===== config.mk =====
export PLATFORM = sky130hd
export DESIGN_NAME = crc15_bytewise_lsb_first_unit
export DESIGN_NICKNAME = d
export VERILOG_FILES = /design/src/hw/rtl/crc15_pkg.sv /design/src/hw/rtl/crc15_bytewise_lsb_first_unit.sv /design/src/hw/rtl/crc15_byte_step.sv
export SDC_FILE = /design/constraint.sdc
export NUM_CORES = 1
export LEC_CHECK = 0
export ABC_AREA = 1
export BUFFER_PORTS_ARGS = -buffer_cell sky130_fd_sc_hd__buf_2
export CAP_MARGIN = 10
export CORE_MARGIN = 10
export CORE_UTILIZATION = 56
export CTS_BUF_LIST = sky130_fd_sc_hd__clkbuf_2
export DETAILED_ROUTE_END_ITERATION = 6
export GPL_ROUTABILITY_DRIVEN = 0
export GPL_TIMING_DRIVEN = 0
export PLACE_DENSITY = 0.8
export SLEW_MARGIN = 20
export SYNTH_ARGS = -nofsm -noshare
export SYNTH_HDL_FRONTEND = slang
export SYNTH_HIERARCHICAL = 1
export SYNTH_SLANG_ARGS = --single-unit

===== constraint.sdc =====
create_clock -name clk -period 2.93 [get_ports clk]
set_input_delay 0.293 -clock clk [delete_from_list [all_inputs] [get_ports clk]]
set_output_delay 0.293 -clock clk [all_outputs]
set_load 0.005 [all_outputs]

===== src/hw/rtl/crc15_pkg.sv =====
// shared constants for the bytewise crc-15 unit
package crc15_pkg;

    localparam int REM_W  = 16;
    localparam int CRC_W  = 15;
    localparam int BYTE_W = 8;

    localparam logic [REM_W-1:0] POLY_RESET = 16'hC599;
    localparam logic [REM_W-1:0] TOP_BIT    = 16'h8000;
    localparam logic [REM_W-1:0] CRC_MASK   = 16'h7FFF;

    typedef logic [REM_W-1:0] rem_t;
    typedef logic [CRC_W-1:0] crc_t;
    typedef logic [BYTE_W-1:0] byte_t;

endpackage


===== src/hw/rtl/crc15_bytewise_lsb_first_unit.sv =====
// top level of the bytewise lsb-first crc-15 unit
// One byte per transfer, one running CRC result per byte, sustained rate of one
// byte per clock while out_stall is low. A byte is captured in an input register,
// then the eight bit steps are done combinationally into the remainder register,
// which also drives crc_value. start_of_message clears the remainder before its
// byte. The polynomial register (reset 0xC599) is written with cfg_we/cfg_wdata;
// the user must write it only while the unit is idle, the unit does not enforce it.
module crc15_bytewise_lsb_first_unit (
    input  logic              clk,
    input  logic              rst_n,
    input  logic              in_valid,
    output logic              in_stall,
    input  crc15_pkg::byte_t  data_byte,
    input  logic              start_of_message,
    output logic              out_valid,
    input  logic              out_stall,
    output crc15_pkg::crc_t   crc_value,
    input  logic              cfg_we,
    input  crc15_pkg::rem_t   cfg_wdata
);
    import crc15_pkg::*;

    rem_t  poly_reg;
    rem_t  remainder_reg;
    rem_t  remainder_next;
    logic  out_valid_reg;
    logic  s1_valid_reg;
    byte_t s1_byte_reg;
    logic  s1_start_reg;
    logic  out_free;
    logic  s1_take;

    assign out_free = !out_valid_reg || !out_stall;
    assign s1_take  = s1_valid_reg && out_free;
    assign in_stall = s1_valid_reg && !out_free;

    crc15_byte_step u_step (
        .rem     (remainder_reg),
        .data    (s1_byte_reg),
        .clear   (s1_start_reg),
        .poly    (poly_reg),
        .rem_out (remainder_next)
    );

    always_ff @(posedge clk or negedge rst_n)
    begin
        if (!rst_n)
        begin
            poly_reg      <= POLY_RESET;
            remainder_reg <= '0;
            out_valid_reg <= 1'b0;
            s1_valid_reg  <= 1'b0;
        end
        else
        begin
            if (cfg_we)
            begin
                poly_reg <= cfg_wdata;
            end
            if (s1_take)
            begin
                remainder_reg <= remainder_next;
                out_valid_reg <= 1'b1;
            end
            else if (!out_stall)
            begin
                out_valid_reg <= 1'b0;
            end
            // input register refills whenever it is empty or draining
            if (!in_stall)
            begin
                s1_valid_reg <= in_valid;
            end
        end
    end

    always_ff @(posedge clk)
    begin
        if (in_valid && !in_stall)
        begin
            s1_byte_reg  <= data_byte;
            s1_start_reg <= start_of_message;
        end
    end

    assign out_valid = out_valid_reg;
    assign crc_value = crc_t'(remainder_reg & CRC_MASK);

    a_stall_only_when_full : assert property (@(posedge clk) disable iff (!rst_n)
        in_stall |-> s1_valid_reg)
        else $error("input stalled with empty input register");

    a_free_moves_on : assert property (@(posedge clk) disable iff (!rst_n)
        (s1_valid_reg && !out_valid_reg) |=> out_valid_reg)
        else $error("captured byte not moved to result");

    a_start_zero_clears : assert property (@(posedge clk) disable iff (!rst_n)
        (s1_take && s1_start_reg && s1_byte_reg == '0) |=> remainder_reg == '0)
        else $error("start with zero byte left nonzero remainder");

    a_hold_on_stall : assert property (@(posedge clk) disable iff (!rst_n)
        (out_valid_reg && out_stall) |=> $stable(remainder_reg))
        else $error("remainder changed while result stalled");

endmodule


===== src/hw/rtl/crc15_byte_step.sv =====
// eight lsb-first shift/xor steps of the crc remainder for one byte
module crc15_byte_step (
    input  crc15_pkg::rem_t  rem,
    input  crc15_pkg::byte_t data,
    input  logic             clear,
    input  crc15_pkg::rem_t  poly,
    output crc15_pkg::rem_t  rem_out
);
    import crc15_pkg::*;

    rem_t acc;

    always_comb
    begin
        acc = clear ? '0 : rem;
        for (int k = 0; k < BYTE_W; k++)
        begin
            acc = {acc[REM_W-2:0], data[k]};
            if ((acc & TOP_BIT) != '0)
            begin
                acc = acc ^ poly;
            end
        end
        rem_out = acc;
    end

endmodule


# Word level (Yosys, flattened, before mapping)
# Cells that the tools add are included.
[op_classes] n_eq_ne=1 muxes=11 bitwise=8 reduce_logical=8
[ops] cell="$mux 15" count=9
[ops] cell="$xor 15x15->15" count=8
[ops] cell="$logic_not 1->1" count=4
[ops] cell="$logic_and 1x1->1" count=3
[ops] cell="$mux 1" count=2
[ops] cell="$ne 2x1->1 const B" count=1
[ops] cell="$logic_or 1x1->1" count=1
[word_totals] ff_bits=41 inputBits=30 out_inout_bits=17 word_cells=34

# Longest topological paths before layout
[depth] word_depth=17 ltp_mapped=29 ltp_nobuf=28

# Modules after synthesis
# Netlist, hierarchy kept.
[by_module_without_submodules] mod="crc15_byte_step" n_inst=1 cells_per_inst=500 area_per_inst_um2=2436.1 seq_area_each_um2=0.0
[by_module_without_submodules] mod="crc15_bytewise_lsb_first_unit" n_inst=1 cells_per_inst=169 area_per_inst_um2=1767.9 seq_area_each_um2=1131.1

# Worst setup path after synthesis
# OpenSTA, ideal clock, no wires.
[synth_path] kind="register -> register" start="reg poly_reg[14]" end="reg remainder_reg[3]" setup_ps=117 arrival_ps=2608 required_ps=2813 slack_ps=205 path_stages_with_launch=25 path_buffers=1 period_less_slack_ps=2725 cell_sequence="dfstp_2 > nand3_1 > nand2_1 > nand3_1 > nand2_2 > inv_1 > nor2_1 > nand3_1 > nand2_2 > nand2_1 > nand2_2 > nand2_2 > nor2_2 > nand2_2 > nand2_4 > nand2_2 > nand2_2 > nand3_1 > nand2_2 > nand2_2 > buf_6 > o21ai_1 > nand2_1 > nand3_1 > nand2_1"
[synth_between] elab_chain_len=14 elab_cells_between_ends=16 classes_between="mux (8); bitwise (8)"
[synth_rtl] item="start, declared" line="crc15_bytewise_lsb_first_unit.sv:23" text="rem_t poly_reg;"
[synth_rtl] item="start signal, assigned" line="crc15_bytewise_lsb_first_unit.sv:58" text="poly_reg <= cfg_wdata;"
[synth_rtl] item="$xor 15x15->15" line="crc15_byte_step.sv:21" text="acc = acc ^ poly;"
[synth_rtl] item="$mux 15 (2 in series)" line="crc15_byte_step.sv:19" text="if ((acc & TOP_BIT) != '0)"
[synth_rtl] item="$xor 15x15->15" line="crc15_byte_step.sv:21"
[synth_rtl] item="$mux 15" line="crc15_byte_step.sv:19"
[synth_rtl] item="$xor 15x15->15" line="crc15_byte_step.sv:21"
[synth_rtl] item="$mux 15" line="crc15_byte_step.sv:19"
[synth_rtl] item="$mux 15 / $xor 15x15->15 (equally long branches)" line="crc15_byte_step.sv:19, crc15_byte_step.sv:21"
[synth_rtl] item="$xor 15x15->15 / $mux 15 (equally long branches)" line="crc15_byte_step.sv:21, crc15_byte_step.sv:19"
[synth_rtl] item="$mux 15 / $xor 15x15->15 (equally long branches)" line="crc15_byte_step.sv:19, crc15_byte_step.sv:21"
[synth_rtl] item="$xor 15x15->15 / $mux 15 (equally long branches)" line="crc15_byte_step.sv:21, crc15_byte_step.sv:19"
[synth_rtl] item="$mux 15 (*)" line="crc15_byte_step.sv:19"
[synth_rtl] item="$xor 15x15->15 / $mux 15 (equally long branches)" line="crc15_byte_step.sv:21, crc15_byte_step.sv:19"
[synth_rtl] item="$mux 15 (*)" line="crc15_byte_step.sv:19"
[synth_rtl] item="net remainder_next[3]" line="crc15_bytewise_lsb_first_unit.sv:25" text="rem_t remainder_next;"
[synth_rtl] item="end signal, assigned" line="crc15_bytewise_lsb_first_unit.sv:62" text="remainder_reg <= remainder_next;"
[synth_rtl] item="end, declared" line="crc15_bytewise_lsb_first_unit.sv:24" text="rem_t remainder_reg;"
# The timed path passes the listed nets; every way through them passes the cells marked *.
# A chain may end at the register's enable or synchronous reset.

# Final worst setup path
[layout_path] start="reg s1_start_reg" end="reg remainder_reg[4]"
[layout_between] elab_chain_len=16 elab_cells_between_ends=17 classes_between="mux (9); bitwise (8)"
[layout_rtl] item="start, declared" line="crc15_bytewise_lsb_first_unit.sv:29" text="logic s1_start_reg;"
[layout_rtl] item="start signal, assigned" line="crc15_bytewise_lsb_first_unit.sv:82" text="s1_start_reg <= start_of_message;"
[layout_rtl] item="$mux 15 (*)" line="crc15_byte_step.sv:15" text="acc = clear ? '0 : rem;"
[layout_rtl] item="$xor 15x15->15" line="crc15_byte_step.sv:21"
[layout_rtl] item="$mux 15 (*)" line="crc15_byte_step.sv:19"
[layout_rtl] item="$xor 15x15->15" line="crc15_byte_step.sv:21"
[layout_rtl] item="$mux 15 (*)" line="crc15_byte_step.sv:19"
[layout_rtl] item="$xor 15x15->15" line="crc15_byte_step.sv:21"
[layout_rtl] item="$mux 15 (*) (2 in series)" line="crc15_byte_step.sv:19"
[layout_rtl] item="$xor 15x15->15 / $mux 15 (equally long branches)" line="crc15_byte_step.sv:21, crc15_byte_step.sv:19"
[layout_rtl] item="$mux 15 (*)" line="crc15_byte_step.sv:19"
[layout_rtl] item="$xor 15x15->15 / $mux 15 (equally long branches)" line="crc15_byte_step.sv:21, crc15_byte_step.sv:19"
[layout_rtl] item="$mux 15 (*)" line="crc15_byte_step.sv:19"
[layout_rtl] item="$xor 15x15->15 / $mux 15 (equally long branches)" line="crc15_byte_step.sv:21, crc15_byte_step.sv:19"
[layout_rtl] item="$mux 15 (*)" line="crc15_byte_step.sv:19"
[layout_rtl] item="$xor 15x15->15 / $mux 15 (equally long branches)" line="crc15_byte_step.sv:21, crc15_byte_step.sv:19"
[layout_rtl] item="$mux 15 (*)" line="crc15_byte_step.sv:19"
[layout_rtl] item="net remainder_next[4]" line="crc15_bytewise_lsb_first_unit.sv:25"
# Marked as above.

==> results.yml <==
worst_setup_path:
  timing.rr.end: "remainder_reg[4]"
  critPathTopFamily: "simple AND/OR/NAND/NOR gates"
  cp.arrival_ns: 3.60
  r2r_setup_slack_ns: -0.30
  worst-path-buf-inv: 7
  critPathLaunchType: "flop"
  cpMostUsedCell: "nand2_1"
  cp-end-kind: "flop"
  critPathMaxFanout: 9
  rr_startpoint: "s1_start_reg"
  cpMaxStageDelayCell: "edfxtp_1"
  cp_cell_sequence: "inv_4 > nand4_1 > buf_6 > nand3_2 > nand2_1 > nand2_1 > inv_1 > nand2_2 > nand2_4 > buf_6 > buf_6 > buf_8 > buf_4 > o21ai_0 > xor2_1 > or2_1 > nand2_2 > xnor2_1 > nand2_1 > nand2_1 > nand3_1 > nand2_1"
  ff2ff_path_depth: 22
  slowest_delay_ns: 0.50
  path_class: "flop to flop"
  required_ns: 3.30
timing:
  setup_viol: 15
  rsz0062_at_grt: "yes"
  hold_viol: 0
  tightest_slew_ns: 0.7171
  finClkSkew_ns: 0.01266
  period_share_pct: 110.1
  setup_tns_ns: -3.228
  slew_headroom_pct: 52.20
  worst_slack_ns: -0.2955
  fmaxAchievable_ghz: 0.3100
  finalMaxSlewViolations: 0
  post-route-min-period_ns: 3.225
placement:
  place_worst_setup_slack_ns: -0.4359
  dp_hpwl_um: 8038
  placed_area_um2: 4473
  dp.cells: 804
  io_buffer_count: 45
layout:
  stdcell_count: 852
  final_area_um2: 5454
  drive_above_1_share_pct: 32.93
  area_growth_pct: 32.25
  final_nets: 782
  fillers: 534
  diodes: 0
  seq_area_um2: 1081
  multi_input_area_um2: 2889
detailed_routing:
  drt_iter0_drc: 365
  ant_nets: 0
  routed_via_density: 5.261
  wl_per_cell_um: 15.08
  drt-pass1-iter-count: 5
  vias: 4482
  wirelength_um: 12850
  drcViolationCount: 0
global_routing:
  antenna_found_initial: 0
  grt_pass1_vias: 4383
  grt_pass1_wl_um: 20100
  grt_max_degree: 33
  grtUsageTotal_pct: 21.29
  grt_overflow: 0
hold_path:
  min_to: "s1_byte_reg[7]"
  holdPathStages: 1
  worstHoldStart: "data_byte[7]"
  worstHoldPathType: "input pin to flop"
power:
  p_leak_nw: 2.816
  power_mw: 7.082
  power.density_nw_per_um2: 1298
  ir_drop_v: 0.0004978
clock_network:
  cts_tree: "built"
  clk_path_buf_depth: 2
  cts_root_buffer: "clkbuf_2"
  numCtsBuffers: 5
  htreeDepth: 2
  clock_latency_ns: 0.41
  clk_pin_slew_ns: 0.22
  cts_sinks: 41
floorplanning:
  die_w_um: 105.8
  die_area_um2: 11200
  io_pins: 47
  rows: 31
  chipHeight_um: 105.8
  core_um2: 7214
  start_util_pct: 57.16
logic_synthesis:
  yosysWarningCount: 6
  synthCells: 660
  synth_nets: 690
  syn_avg_cell_area_um2: 6.248
  netlist_area_um2: 4124
job:
  cap_violations: 0
outcome:
  failed_checks: "setup timing"
  outcome: "finished with violations"
==> layout make-up <==
cell class | instances | area share, %
flip-flops and latches | 41 | 19.82
well taps | 99 | 2.271
multi-input cells | 486 | 52.97
clock buffers | 6 | 0.5506
clock inverters | 2 | 0.6194
inverters | 91 | 6.538
plain buffers | 41 | 6.125
repair buffers | 86 | 11.10
==> where the power goes <==
| group | total [mW] | internal, mW | switching, mW |
|---|---|---|---|
| clock network | 0.343 | 0.145 | 0.198 |
| registers | 0.896 | 0.733 | 0.163 |
| logic | 5.84 | 2.44 | 3.41 |
==> layer usage <==
metal | track usage [%] | vias to the layer above | wire length (um)
li1 | - | 2183 | -
met1 | 24.45 | 2037 | 5140
met2 | 36.97 | 200 | 6283
met3 | 5.055 | 62 | 818
met4 | 8.897 | 0 | 603
met5 | 0 | - | 0
==> repair_timing <==
action,in CTS,in global routing
endpoints found under the hold margin,25,3
resized for setup,86,64
endpoints found under the setup margin,15,15
gates cloned,1,0
hold buffers,1,3
buffers inserted,23,13
pin swaps,29,54
==> cell usage in the layout (no fill, tap or decap), drive strengths merged <==
master and count:
buf 115, bufinv 1, clkbuf 14, clkinv 1, dfrtp 25, dfstp 7
dlygate4sd3 4, edfxtp 9, inv 91, nand2 247, nand3 79, nand3b 1
nand4 2, nor2 52, o21ai 42, o21bai 1, or2 1, xnor2 34
xor2 27
==> how the worst max path moves through the flow <==
| stage | startpoint | to | slack, ns | cells past startpoint |
|---|---|---|---|---|
| 2_1_floorplan | poly_reg[14] | remainder_reg[3] | 0.21 | 24 |
| 3_3_place_gp | poly_reg[14] | remainder_reg[2] | -0.33 | 22 |
| 3_5_place_dp | s1_start_reg | remainder_reg[3] | -0.44 | 25 |
| 4_1_cts | s1_start_reg | remainder_reg[3] | -0.09 | 25 |
| 5_1_grt | s1_start_reg | remainder_reg[13] | -0.45 | 29 |
| 6_report | s1_start_reg | remainder_reg[4] | -0.30 | 22 |
==> worst reg2reg max path: stages, from the launching register on <==
cell and delay, ns:
edfxtp_1 0.50, inv_4 0.15, nand4_1 0.13, buf_6 0.17, nand3_2 0.09, nand2_1 0.07
nand2_1 0.12, inv_1 0.07, nand2_2 0.07, nand2_4 0.09, buf_6 0.15, buf_6 0.12
buf_8 0.13, buf_4 0.14, o21ai_0 0.25, xor2_1 0.21, or2_1 0.14, nand2_2 0.07
xnor2_1 0.21, nand2_1 0.08, nand2_1 0.07, nand3_1 0.08, nand2_1 0.07
==> metrics by stage <==
step           util [%]  hold slack, ns
4_1_cts           70.17         0.03366
5_1_grt           75.60     -0.00009956
3_5_place_dp      62.00          0.3886
6_report          75.60         0.04544
2_1_floorplan         -       -0.002591
3_3_place_gp      62.00          0.3705
No activity file was read; power rests on OpenSTA's default activity.
